File: config.mk
export PLATFORM = sky130hd
export DESIGN_NAME = ntt_twiddle_generator
export DESIGN_NICKNAME = d
export VERILOG_FILES = /design/src/ntg_pkg.sv /design/src/ntt_twiddle_generator.sv
export SDC_FILE = /design/constraint.sdc
export NUM_CORES = 1
export LEC_CHECK = 0
export ABC_AREA = 1
export BUFFER_PORTS_ARGS = -buffer_cell sky130_fd_sc_hd__buf_2
export CORE_UTILIZATION = 60
export CTS_CLUSTER_SIZE = 30
export DETAILED_ROUTE_END_ITERATION = 10
export HOLD_SLACK_MARGIN = 0.1
export PLACE_DENSITY_LB_ADDON = 0.25
export SLEW_MARGIN = 25
export SYNTH_ARGS = -nofsm -noshare
export SYNTH_HDL_FRONTEND = slang
export SYNTH_SLANG_ARGS = --single-unit
File: constraint.sdc
create_clock -name i_clk -period 12.6 [get_ports i_clk]
set_input_delay 1.26 -clock i_clk [delete_from_list [all_inputs] [get_ports i_clk]]
set_output_delay 1.26 -clock i_clk [all_outputs]
set_load 0.02 [all_outputs]
File: src/ntg_pkg.sv
`timescale 1ns / 1ps
// ----------------------------------------------------------------------------
// ntg_pkg
// Shared widths, register indexes, reset values and FSM type of the NTT
// twiddle generator.
// ----------------------------------------------------------------------------
package ntg_pkg;

    localparam int LOG_MAX_SIZE_DEF = 10;

    localparam int DATA_W  = 16;
    localparam int LOG_W   = 4;
    localparam int LG_W    = 5;
    localparam int CFG_A_W = 2;

    localparam logic [CFG_A_W-1:0] REG_MODULUS  = 2'd0;
    localparam logic [CFG_A_W-1:0] REG_LOG_SIZE = 2'd1;
    localparam logic [CFG_A_W-1:0] REG_ROOT     = 2'd2;
    localparam logic [CFG_A_W-1:0] REG_SCALE    = 2'd3;

    localparam logic [DATA_W-1:0] MODULUS_RST  = 16'd12289;
    localparam logic [LOG_W-1:0]  LOG_SIZE_RST = 4'd9;
    localparam logic [DATA_W-1:0] ROOT_RST     = 16'd1;
    localparam logic [DATA_W-1:0] SCALE_RST    = 16'd1;

    typedef enum logic [6:0] {
        ST_IDLE      = 7'b0000001,
        ST_NORM      = 7'b0000010,
        ST_RED_ROOT  = 7'b0000100,
        ST_RED_SCALE = 7'b0001000,
        ST_MUL_ACC   = 7'b0010000,
        ST_MUL_SQR   = 7'b0100000,
        ST_OUT       = 7'b1000000
    } t_state;

endpackage

File: src/ntt_twiddle_generator.sv
`timescale 1ns / 1ps
// ----------------------------------------------------------------------------
// ntt_twiddle_generator
// Computes scale * root^(j*n/(2t)) mod modulus for a table index, plus the
// centered form, using one bit-serial modular multiplier.
// ----------------------------------------------------------------------------
// Index zero, an invalid index or a zero modulus go straight to the output.
// Otherwise come s <= log_size-1 normalizing shifts, the root and scale reductions
// and m square-and-multiply products (none for log_size 1, else <= 2*log_size-3).
// Each product steps through the multiplier bits, one per cycle; one item at a time.
// The result strobe is high for one cycle; the receiver cannot stall.
// Synchronous active-low reset restores the configuration defaults and idles.
module ntt_twiddle_generator #(
    parameter int LOG_MAX_SIZE = ntg_pkg::LOG_MAX_SIZE_DEF
) (
    input  logic                              i_clk,
    input  logic                              i_rst_n,
    input  logic                              start,
    output logic                              busy,
    input  logic [LOG_MAX_SIZE-1:0]           i_index,
    input  logic                              i_cfg_we,
    input  logic [ntg_pkg::CFG_A_W-1:0]       i_cfg_index,
    input  logic [ntg_pkg::DATA_W-1:0]        i_cfg_data,
    output logic                              o_strobe,
    output logic [ntg_pkg::DATA_W-1:0]        o_twiddle,
    output logic signed [ntg_pkg::DATA_W-1:0] o_twiddle_centered,
    output logic                              o_index_invalid
);

    localparam int IW = LOG_MAX_SIZE;
    localparam int DW = ntg_pkg::DATA_W;
    localparam int CW = $clog2(DW);

    // configuration
    logic [DW-1:0]             r_modulus;
    logic [ntg_pkg::LOG_W-1:0] r_log_size;
    logic [DW-1:0]             r_root;
    logic [DW-1:0]             r_scale;

    always_ff @(posedge i_clk) begin
        if (!i_rst_n) begin
            r_modulus  <= ntg_pkg::MODULUS_RST;
            r_log_size <= ntg_pkg::LOG_SIZE_RST;
            r_root     <= ntg_pkg::ROOT_RST;
            r_scale    <= ntg_pkg::SCALE_RST;
        end else if (i_cfg_we) begin
            case (i_cfg_index)
                ntg_pkg::REG_MODULUS:  r_modulus  <= i_cfg_data;
                ntg_pkg::REG_LOG_SIZE: r_log_size <= i_cfg_data[ntg_pkg::LOG_W-1:0];
                ntg_pkg::REG_ROOT:     r_root     <= i_cfg_data;
                ntg_pkg::REG_SCALE:    r_scale    <= i_cfg_data;
                default: ;
            endcase
        end
    end

    // saturated log size and derived values
    logic [ntg_pkg::LG_W-1:0] lg;
    logic [ntg_pkg::LG_W-1:0] lgm1;
    logic [DW-1:0]            one_mod;
    logic [DW:0]              q17;

    assign lg = ({1'b0, r_log_size} > ntg_pkg::LG_W'(LOG_MAX_SIZE))
              ? ntg_pkg::LG_W'(LOG_MAX_SIZE) : {1'b0, r_log_size};
    assign lgm1    = lg - ntg_pkg::LG_W'(1);
    assign one_mod = (r_modulus == DW'(1)) ? '0 : DW'(1);
    assign q17     = {1'b0, r_modulus};

    // datapath and control registers
    ntg_pkg::t_state r_state, n_state;
    logic [IW-1:0]   r_v, n_v;
    logic [IW-1:0]   r_e, n_e;
    logic [DW-1:0]   r_acc, n_acc;
    logic [DW-1:0]   r_base, n_base;
    logic [DW-1:0]   r_ma, n_ma;
    logic [DW-1:0]   r_mb, n_mb;
    logic [DW-1:0]   r_mp, n_mp;
    logic [CW-1:0]   r_cnt, n_cnt;
    logic            r_inv, n_inv;
    logic            r_strobe, n_strobe;
    logic [DW-1:0]   r_tw, n_tw;
    logic [DW-1:0]   r_twc, n_twc;
    logic            r_oinv, n_oinv;

    // one interleaved multiply step: mp = 2*mp + bit*mb mod q
    logic [DW:0]   t1, t2, t3;
    logic [DW-1:0] mstep;

    always_comb begin
        t1    = {r_mp, 1'b0};
        t2    = (t1 >= q17) ? t1 - q17 : t1;
        t3    = t2 + (r_ma[DW-1] ? {1'b0, r_mb} : '0);
        mstep = (t3 >= q17) ? DW'(t3 - q17) : t3[DW-1:0];
    end

    logic          accept;
    logic          mul_done;
    logic [IW-1:0] v_sh;
    logic [IW-1:0] e_half;

    assign accept   = start && (r_state == ntg_pkg::ST_IDLE);
    assign mul_done = (r_cnt == CW'(DW - 1));
    assign v_sh     = r_v >> lgm1;
    assign e_half   = r_e >> 1;

    always_comb begin
        n_state  = r_state;
        n_v      = r_v;
        n_e      = r_e;
        n_acc    = r_acc;
        n_base   = r_base;
        n_ma     = r_ma;
        n_mb     = r_mb;
        n_mp     = r_mp;
        n_cnt    = r_cnt;
        n_inv    = r_inv;
        n_strobe = 1'b0;
        n_tw     = r_tw;
        n_twc    = r_twc;
        n_oinv   = r_oinv;

        case (r_state)
            ntg_pkg::ST_IDLE: begin
                if (accept) begin
                    n_acc = '0;
                    n_v   = i_index;
                    n_inv = ((i_index >> lg) != '0);
                    if (n_inv || (i_index == '0) || (r_modulus == '0)) begin
                        n_state = ntg_pkg::ST_OUT;
                    end else begin
                        n_state = ntg_pkg::ST_NORM;
                    end
                end
            end
            ntg_pkg::ST_NORM: begin
                if (v_sh[0]) begin
                    n_e     = r_v & ~(IW'(1) << lgm1);
                    n_state = ntg_pkg::ST_RED_ROOT;
                end else begin
                    n_v = r_v << 1;
                end
            end
            ntg_pkg::ST_RED_ROOT: begin
                if (mul_done) begin
                    n_base  = mstep;
                    n_state = ntg_pkg::ST_RED_SCALE;
                end
            end
            ntg_pkg::ST_RED_SCALE: begin
                if (mul_done) begin
                    n_acc = mstep;
                    if (r_e == '0) begin
                        n_state = ntg_pkg::ST_OUT;
                    end else if (r_e[0]) begin
                        n_state = ntg_pkg::ST_MUL_ACC;
                    end else begin
                        n_state = ntg_pkg::ST_MUL_SQR;
                    end
                end
            end
            ntg_pkg::ST_MUL_ACC: begin
                if (mul_done) begin
                    n_acc   = mstep;
                    n_state = (e_half == '0) ? ntg_pkg::ST_OUT : ntg_pkg::ST_MUL_SQR;
                end
            end
            ntg_pkg::ST_MUL_SQR: begin
                if (mul_done) begin
                    n_base = mstep;
                    n_e    = e_half;
                    if (e_half == '0) begin
                        n_state = ntg_pkg::ST_OUT;
                    end else if (e_half[0]) begin
                        n_state = ntg_pkg::ST_MUL_ACC;
                    end else begin
                        n_state = ntg_pkg::ST_MUL_SQR;
                    end
                end
            end
            ntg_pkg::ST_OUT: begin
                n_strobe = 1'b1;
                n_tw     = r_acc;
                n_twc    = (r_acc > (r_modulus >> 1)) ? r_acc - r_modulus : r_acc;
                n_oinv   = r_inv;
                n_state  = ntg_pkg::ST_IDLE;
            end
            default: begin
                n_state = ntg_pkg::ST_IDLE;
            end
        endcase

        // operand load for the next product, or one step of the current one
        if ((n_state != r_state) || mul_done) begin
            n_mp  = '0;
            n_cnt = '0;
            case (n_state)
                ntg_pkg::ST_RED_ROOT: begin
                    n_ma = r_root;
                    n_mb = one_mod;
                end
                ntg_pkg::ST_RED_SCALE: begin
                    n_ma = r_scale;
                    n_mb = one_mod;
                end
                ntg_pkg::ST_MUL_ACC: begin
                    n_ma = n_acc;
                    n_mb = n_base;
                end
                ntg_pkg::ST_MUL_SQR: begin
                    n_ma = n_base;
                    n_mb = n_base;
                end
                default: ;
            endcase
        end else begin
            n_mp  = mstep;
            n_ma  = r_ma << 1;
            n_cnt = r_cnt + CW'(1);
        end
    end

    always_ff @(posedge i_clk) begin
        if (!i_rst_n) begin
            r_state  <= ntg_pkg::ST_IDLE;
            r_strobe <= 1'b0;
            r_cnt    <= '0;
        end else begin
            r_state  <= n_state;
            r_strobe <= n_strobe;
            r_cnt    <= n_cnt;
        end
    end

    always_ff @(posedge i_clk) begin
        r_v    <= n_v;
        r_e    <= n_e;
        r_acc  <= n_acc;
        r_base <= n_base;
        r_ma   <= n_ma;
        r_mb   <= n_mb;
        r_mp   <= n_mp;
        r_inv  <= n_inv;
        r_tw   <= n_tw;
        r_twc  <= n_twc;
        r_oinv <= n_oinv;
    end

    assign busy               = (r_state != ntg_pkg::ST_IDLE);
    assign o_strobe           = r_strobe;
    assign o_twiddle          = r_tw;
    assign o_twiddle_centered = signed'(r_twc);
    assign o_index_invalid    = r_oinv;

endmodule

# Word-level counts from Yosys, hierarchy flattened

Index checks and enable logic that the tools add are counted.

Add/sub/neg operators: 6
$lt $le $gt $ge: 4
Eq/ne operators: 23
Shift operators: 3
Multiplexer cells: 34
Bitwise logic cells: 3
Reductions and logical operators: 27

Operators with widths:

| operator              | count |
|---|---|
| $mux W16              | 8 |
| $mux W7               | 10 |
| $pmux W16 S2          | 2 |
| $pmux W16 S4          | 1 |
| $pmux W7 S6           | 1 |
| $mux W10              | 4 |
| $pmux W10 S2          | 2 |
| $ge A17 B16 Y1        | 2 |
| $sub A16 B16 Y16      | 2 |
| $logic_not A10 Y1     | 3 |
| $add A17 B16 Y17      | 1 |
| $mux W17              | 1 |
| $sub A17 B16 Y17      | 1 |
| $eq A16 B1 Y1 const B | 1 |
| $gt A16 B15 Y1        | 1 |
| $logic_not A16 Y1     | 1 |
| $eq A7 B3 Y1 const B  | 2 |
| $eq A7 B4 Y1 const B  | 2 |
| $eq A7 B5 Y1 const B  | 2 |
| $eq A7 B6 Y1 const B  | 2 |
| $mux W6               | 2 |
| $reduce_and A2 Y1     | 6 |
| $and A10 B10 Y10      | 1 |
| $not A10 Y10          | 1 |
| other kinds (27)      | 41 |

Bits in registers: 198
Input bits: 32
Output and inout bits: 35
Word-level logic and storage cells: 119

# Depth between registers and ports, before layout

Depth in word-level cells: 13
Gate-level depth with buffers: 42
Mapped depth without buffers: 40

# Worst setup path after synthesis

OpenSTA, ideal clock, no wires.

Kind: reg2reg
From: reg r_modulus[1]
To: reg r_ma[10] (data pin)
Library setup time: 0.252 ns
Data arrival time: 4.961 ns
Data required time: 12.348 ns
Slack: 7.387 ns
Stages on the path, launching flop included: 40
Buffers on the path: 3
Period minus slack after synthesis: 5.213 ns
Cells stage by stage: dfxtp_1 inv_1 ha_1 nand2_1 nor2_1 nand3_1 nand3_1 nand2_1 nand2_1 clkbuf_1 inv_1 clkbuf_1 nor2_1 ha_1 inv_1 fa_1 inv_1 nand3_1 [4 not listed] nand3_1 xor2_1 ha_1 a21oi_1 o21ai_0 a21oi_1 nand2_1 nand2_2 nand4_4 buf_6 nand2_1 nand3_1 nand3_1 nand2_1 inv_1 nand2_1 nand2_1 nand2_1

Word-level cells in the longest chain between the ends: 9
Elaborated cells on any way between the ends: 24
Those cells by class: 3 x add/sub; 2 x order compare; 5 x eq/ne; 11 x mux; 3 x reduce/logical

RTL lines:

| item                                                      | line                         | text |
|---|---|---|
| start: declaration                                        | ntt_twiddle_generator.sv:35  | `logic [DW-1:0] r_modulus;` |
| start signal: assignment                                  | ntt_twiddle_generator.sv:42  | `r_modulus <= ntg_pkg::MODULUS_RST;` |
| start signal: assignment                                  | ntt_twiddle_generator.sv:48  | `ntg_pkg::REG_MODULUS: r_modulus <= i_cfg_data;` |
| $sub A17 B16 Y17 / $ge A17 B16 Y1 (equally long branches) | ntt_twiddle_generator.sv:91  | `t2 = (t1 >= q17) ? t1 - q17 : t1;` |
| $mux W17                                                  | ntt_twiddle_generator.sv:91  |  |
| $add A17 B16 Y17                                          | ntt_twiddle_generator.sv:92  | `t3 = t2 + (r_ma[DW-1] ? {1'b0, r_mb} : '0);` |
| $sub A16 B16 Y16 / $ge A17 B16 Y1 (equally long branches) | ntt_twiddle_generator.sv:93  | `mstep = (t3 >= q17) ? DW'(t3 - q17) : t3[DW-1:0];` |
| $mux W16                                                  | ntt_twiddle_generator.sv:93  |  |
| $mux W16 (on tied branches)                               | --                           |  |
| $pmux W16 S2 / $mux W16 (equally long branches)           | --                           |  |
| $pmux W16 S4                                              | ntt_twiddle_generator.sv:196 | `case (n_state)` |
| $mux W16 (*)                                              | ntt_twiddle_generator.sv:193 | `if ((n_state != r_state) \|\| mul_done) begin` |
| named net n_ma[10]                                        | ntt_twiddle_generator.sv:75  | `logic [DW-1:0] r_ma, n_ma;` |
| end signal: assignment                                    | ntt_twiddle_generator.sv:239 | `r_ma <= n_ma;` |
| end: declaration                                          | ntt_twiddle_generator.sv:75  |  |

The timed path passes the listed nets; every way through them passes the cells marked *.
A chain may end at the register's enable or synchronous reset.

# Final worst setup path

From: reg r_modulus[1]
To: reg r_ma[14] (data pin)

Word-level cells in the longest chain between the ends: 9
Elaborated cells on any way between the ends: 24
Those cells by class: 3 x add/sub; 2 x order compare; 5 x eq/ne; 11 x mux; 3 x reduce/logical

RTL lines:

| item                                                      | line                                                       | text |
|---|---|---|
| $sub A17 B16 Y17 / $ge A17 B16 Y1 (equally long branches) | ntt_twiddle_generator.sv:91                                |  |
| $mux W17                                                  | ntt_twiddle_generator.sv:91                                |  |
| $add A17 B16 Y17                                          | ntt_twiddle_generator.sv:92                                |  |
| $sub A16 B16 Y16 / $ge A17 B16 Y1 (equally long branches) | ntt_twiddle_generator.sv:93                                |  |
| $mux W16 (*)                                              | ntt_twiddle_generator.sv:93                                |  |
| $mux W16 (*)                                              | ntt_twiddle_generator.sv:150, ntt_twiddle_generator.sv:162 |  |
| $pmux W16 S2 (*)                                          | ntt_twiddle_generator.sv:122                               | `case (r_state)` |
| named net n_acc[14]                                       | ntt_twiddle_generator.sv:73                                | `logic [DW-1:0] r_acc, n_acc;` |
| $pmux W16 S4 (*)                                          | ntt_twiddle_generator.sv:196                               |  |
| $mux W16 (*)                                              | ntt_twiddle_generator.sv:193                               |  |
| named net n_ma[14]                                        | ntt_twiddle_generator.sv:75                                |  |

Marked as above.

==> impl_results.rst <==
.. list-table::
   :header-rows: 1

   * - Metric
     - Value
   * - Number of H-tree levels
     - 4
   * - Clock tree from TritonCTS
     - done
   * - Flop pwr share
     - 28.5%
   * - Power share of the combinational group
     - 50.1%
   * - Antenna Diode Count
     - 0
   * - Commonest cells after routing, fill and taps aside
     - sky130_fd_sc_hd__nand2_1 (456), sky130_fd_sc_hd__inv_1 (199), sky130_fd_sc_hd__nor2_1 (189)
   * - Die Wd
     - 147.4 µm
   * - Static Leakage
     - 6.709 nW
   * - Post-cts hold buffer count
     - 0
   * - Final max-slew violation count
     - 0
   * - Share of synthesized flip-flops with an asynchronous set or reset
     - 0%
   * - Area post-placement
     - 13170 µm²
   * - Type of the setup path with the least slack
     - flop to flop
   * - Detailed-router iteration count before antenna repair
     - 9
   * - Area occupied by multi-input gates
     - 6862 µm²
   * - Detailed-route DRC error count
     - 0
   * - Final weighted congestion in routability-driven placement
     - 1.032
   * - Int Power
     - 0.001408 W
   * - Total via count in the routed design
     - 12180
   * - Clock-pin slew of the registers on the worst-case setup and hold paths
     - 0.08 ns
   * - Dominant synthesized flop cell
     - sky130_fd_sc_hd__dfxtp_1
   * - Post-Syn Nets
     - 1868
   * - Required time worst endpoint
     - 12.80 ns
   * - CTS sink cnt
     - 198
   * - Leading cell type in the layout, fill and taps excluded
     - sky130_fd_sc_hd__nand2_1
   * - Placed wire-length estimate after detailed placement
     - 28.84 mm
   * - Clock Skews
     - 0.01717 ns
   * - Highest cell delay on the worst timing path
     - 0.47 ns
   * - Starting density of the core
     - 61.91%
   * - MaxCap Viol Count
     - 0
   * - 1st-iter DRT viols
     - 1199
   * - I/O pins
     - 67
   * - RSZ-0062 raised after global routing
     - no
   * - Setup Viol. Count Final
     - 0
   * - Utilization of the core after routing
     - 67.28%
   * - Number of unique standard cell types used by synthesis
     - 48
   * - Clock network fraction of total power
     - 21.4%
   * - R2R setup slack
     - 5.90 ns
   * - Sequential Area
     - 4815 µm²
   * - Maximum vdd drop
     - 134.7 µV
   * - Area enclosed by the die boundary
     - 21730 µm²
   * - Biggest fanout along the worst timing path
     - 22
   * - Cell occurring most often along the worst timing path
     - sky130_fd_sc_hd__nand2_1
   * - Maximum clock frequency
     - 149.2 MHz
   * - Wire length of the first global-routing pass
     - 58.59 mm
   * - Critical path's slowest cell
     - sky130_fd_sc_hd__inv_1
   * - Sw power
     - 0.001253 W
   * - Clock Latency Late Sink
     - 0.45 ns
   * - Final worst path period need
     - 6.702 ns
   * - Slew at the pin with the worst max-slew slack
     - 0.9475 ns
   * - Normalized max-slew margin
     - 36.44%
   * - Synthesis-stage register bit count
     - 198
   * - Count of fill cells added during filler insertion
     - 1792
   * - Placeable core region
     - 20490 µm²
   * - Clock buffers created by TritonCTS
     - 17
   * - Syn Inst Count
     - 1747
   * - Floorplan die height
     - 147.4 µm
   * - Number of warnings reported in the yosys synthesis log
     - 0
   * - Proportion of layout cells with a drive suffix above 1
     - 8.713%
   * - Pin count of the biggest net entering global routing
     - 57
   * - Final WS setup
     - 5.898 ns
   * - Cell area after synthesis
     - 12690 µm²
   * - Final sum of negative setup slack
     - 0 ns
   * - Net Sw Frac
     - 47.08%
   * - Period Utilization, post-route
     - 53.19%
   * - Total length of routed wires
     - 37.80 mm
   * - Class of the worst hold path
     - flop to flop
   * - Run status
     - finished, final reports clean
   * - Post-Route Hold Slack
     - 0.4471 ns
   * - Fraction of the yosys area taken by sequential cells
     - 37.94%
   * - Final Hold Violating Endpoints
     - 0
   * - Fin nets
     - 1910
   * - Post-synth EDFFs
     - 85
   * - Area growth from synthesis to layout
     - 8.678%
   * - Global-route total usage across every layer
     - 35.01%
   * - Post-place setup slack
     - 6.197 ns
   * - Cell Rows
     - 52
   * - Setup repair bufs after CTS
     - 0
   * - Average cell area after synthesis
     - 7.263 µm²
   * - Average via count per standard cell
     - 5.878
   * - Finished Cell Area
     - 13790 µm²
   * - Resized Gates After CTS
     - 0
   * - Number of port buffers
     - 66
   * - Drt wl/cell
     - 18.25 µm
   * - Worst setup SP type
     - flop
   * - Arrival time at the worst endpoint
     - 6.90 ns
   * - Buffer levels on the longest clock path
     - 2
   * - Pwr dens
     - 193.0 nW/µm²
   * - Residual overflow from global routing
     - 0
   * - Vias in the first global route
     - 11200
   * - Antenna violations before repair
     - 0
   * - Cell at the root of the clock tree
     - sky130_fd_sc_hd__clkbuf_16
   * - Crit path capture type
     - flop
   * - Number of nets with antenna violations after detailed routing
     - 0
## Yosys cell counts, drive strengths merged (3+ instances only)
master / instances / area share [%]
a21o: 4 / 0.24
a21oi: 131 / 5.4
a31oi: 3 / 0.15
and2: 3 / 0.15
buf: 17 / 0.93
clkbuf: 31 / 0.92
dfxtp: 113 / 18
edfxtp: 85 / 20
fa: 4 / 0.63
ha: 85 / 8.4
inv: 208 / 6.2
nand2: 461 / 14
nand3: 121 / 4.9
nand3b: 5 / 0.30
nand4: 31 / 1.6
nor2: 193 / 5.9
nor3: 14 / 0.55
nor4: 8 / 0.63
o211ai: 10 / 0.59
o21a: 9 / 0.53
o21ai: 123 / 4.9
o21bai: 5 / 0.30
or2: 19 / 0.94
xnor2: 18 / 1.2
xor2: 31 / 2.1
## power by group through the flow
stage / Combinational [W] / Clock [W] / Sequential [W]
finish: 0.00133 / 0.000571 / 0.000758
global route: 0.00146 / 0.000596 / 0.000762
CTS: 0.00129 / 0.000570 / 0.000756
detailed placement: 0.00127 / 0 / 0.000771
global placement: 0.00129 / 0 / 0.000770
floorplan: 0.000956 / 0 / 0.000758
## cell type report
type                            count  area share, %
Inverter                          210          5.716
Clock buffer                       18          3.266
Timing Repair Buffer               71          2.668
Sequential cell                   198          34.92
Tap cell                          270          2.450
Multi-Input combinational cell   1291          49.76
Clock inverter                     14          1.225
## kinds of logic after synthesis
kind of cell    synth area share [%]
flops                          37.94
xor+xnor                       3.382
compound gates                 12.85
fa+ha+maj                      9.013
simple gates                   28.75
buf+inv                        8.056
## worst max-delay path, delay by kind of cell, from the launching register on
kind / cells / cell delay, ns
DFF: 1 / 0.46
and+or+nand+nor: 20 / 2.52
AOI/OAI and AO/OA: 4 / 0.92
buffers and inverters: 3 / 0.73
adders and majority gates: 4 / 1.39
xor gates and xnor gates: 1 / 0.42
## path summary, 6_finish.rpt
check / startpoint / to / depth (start not counted)
worst min register to register: r_cnt[0] / r_cnt[0] / 1
worst max register to register: r_modulus[1] / r_ma[14] / 32
worst max-delay path: r_modulus[1] / r_ma[14] / 32
worst min-delay path: r_cnt[0] / r_cnt[0] / 1
## routing by layer
metal	track usage (%)	share of wire, %	vias up	routed length [µm]
met4	17.11	4.9	0	1855
met5	0	0	-	0
met1	45.18	39	5567	14880
met2	55.38	45	654	16990
li1	-	-	5837	-
met3	8.056	11	121	4083
## metrics by stage
stage	power [W]	instances
after floorplan	0.001714	1747
after detailed placement	0.002045	2040
after global routing	0.002816	2072
after CTS	0.002612	2072
final	0.002662	2072
after global placement	0.002056	2040
(Power assumes the default switching activity.)
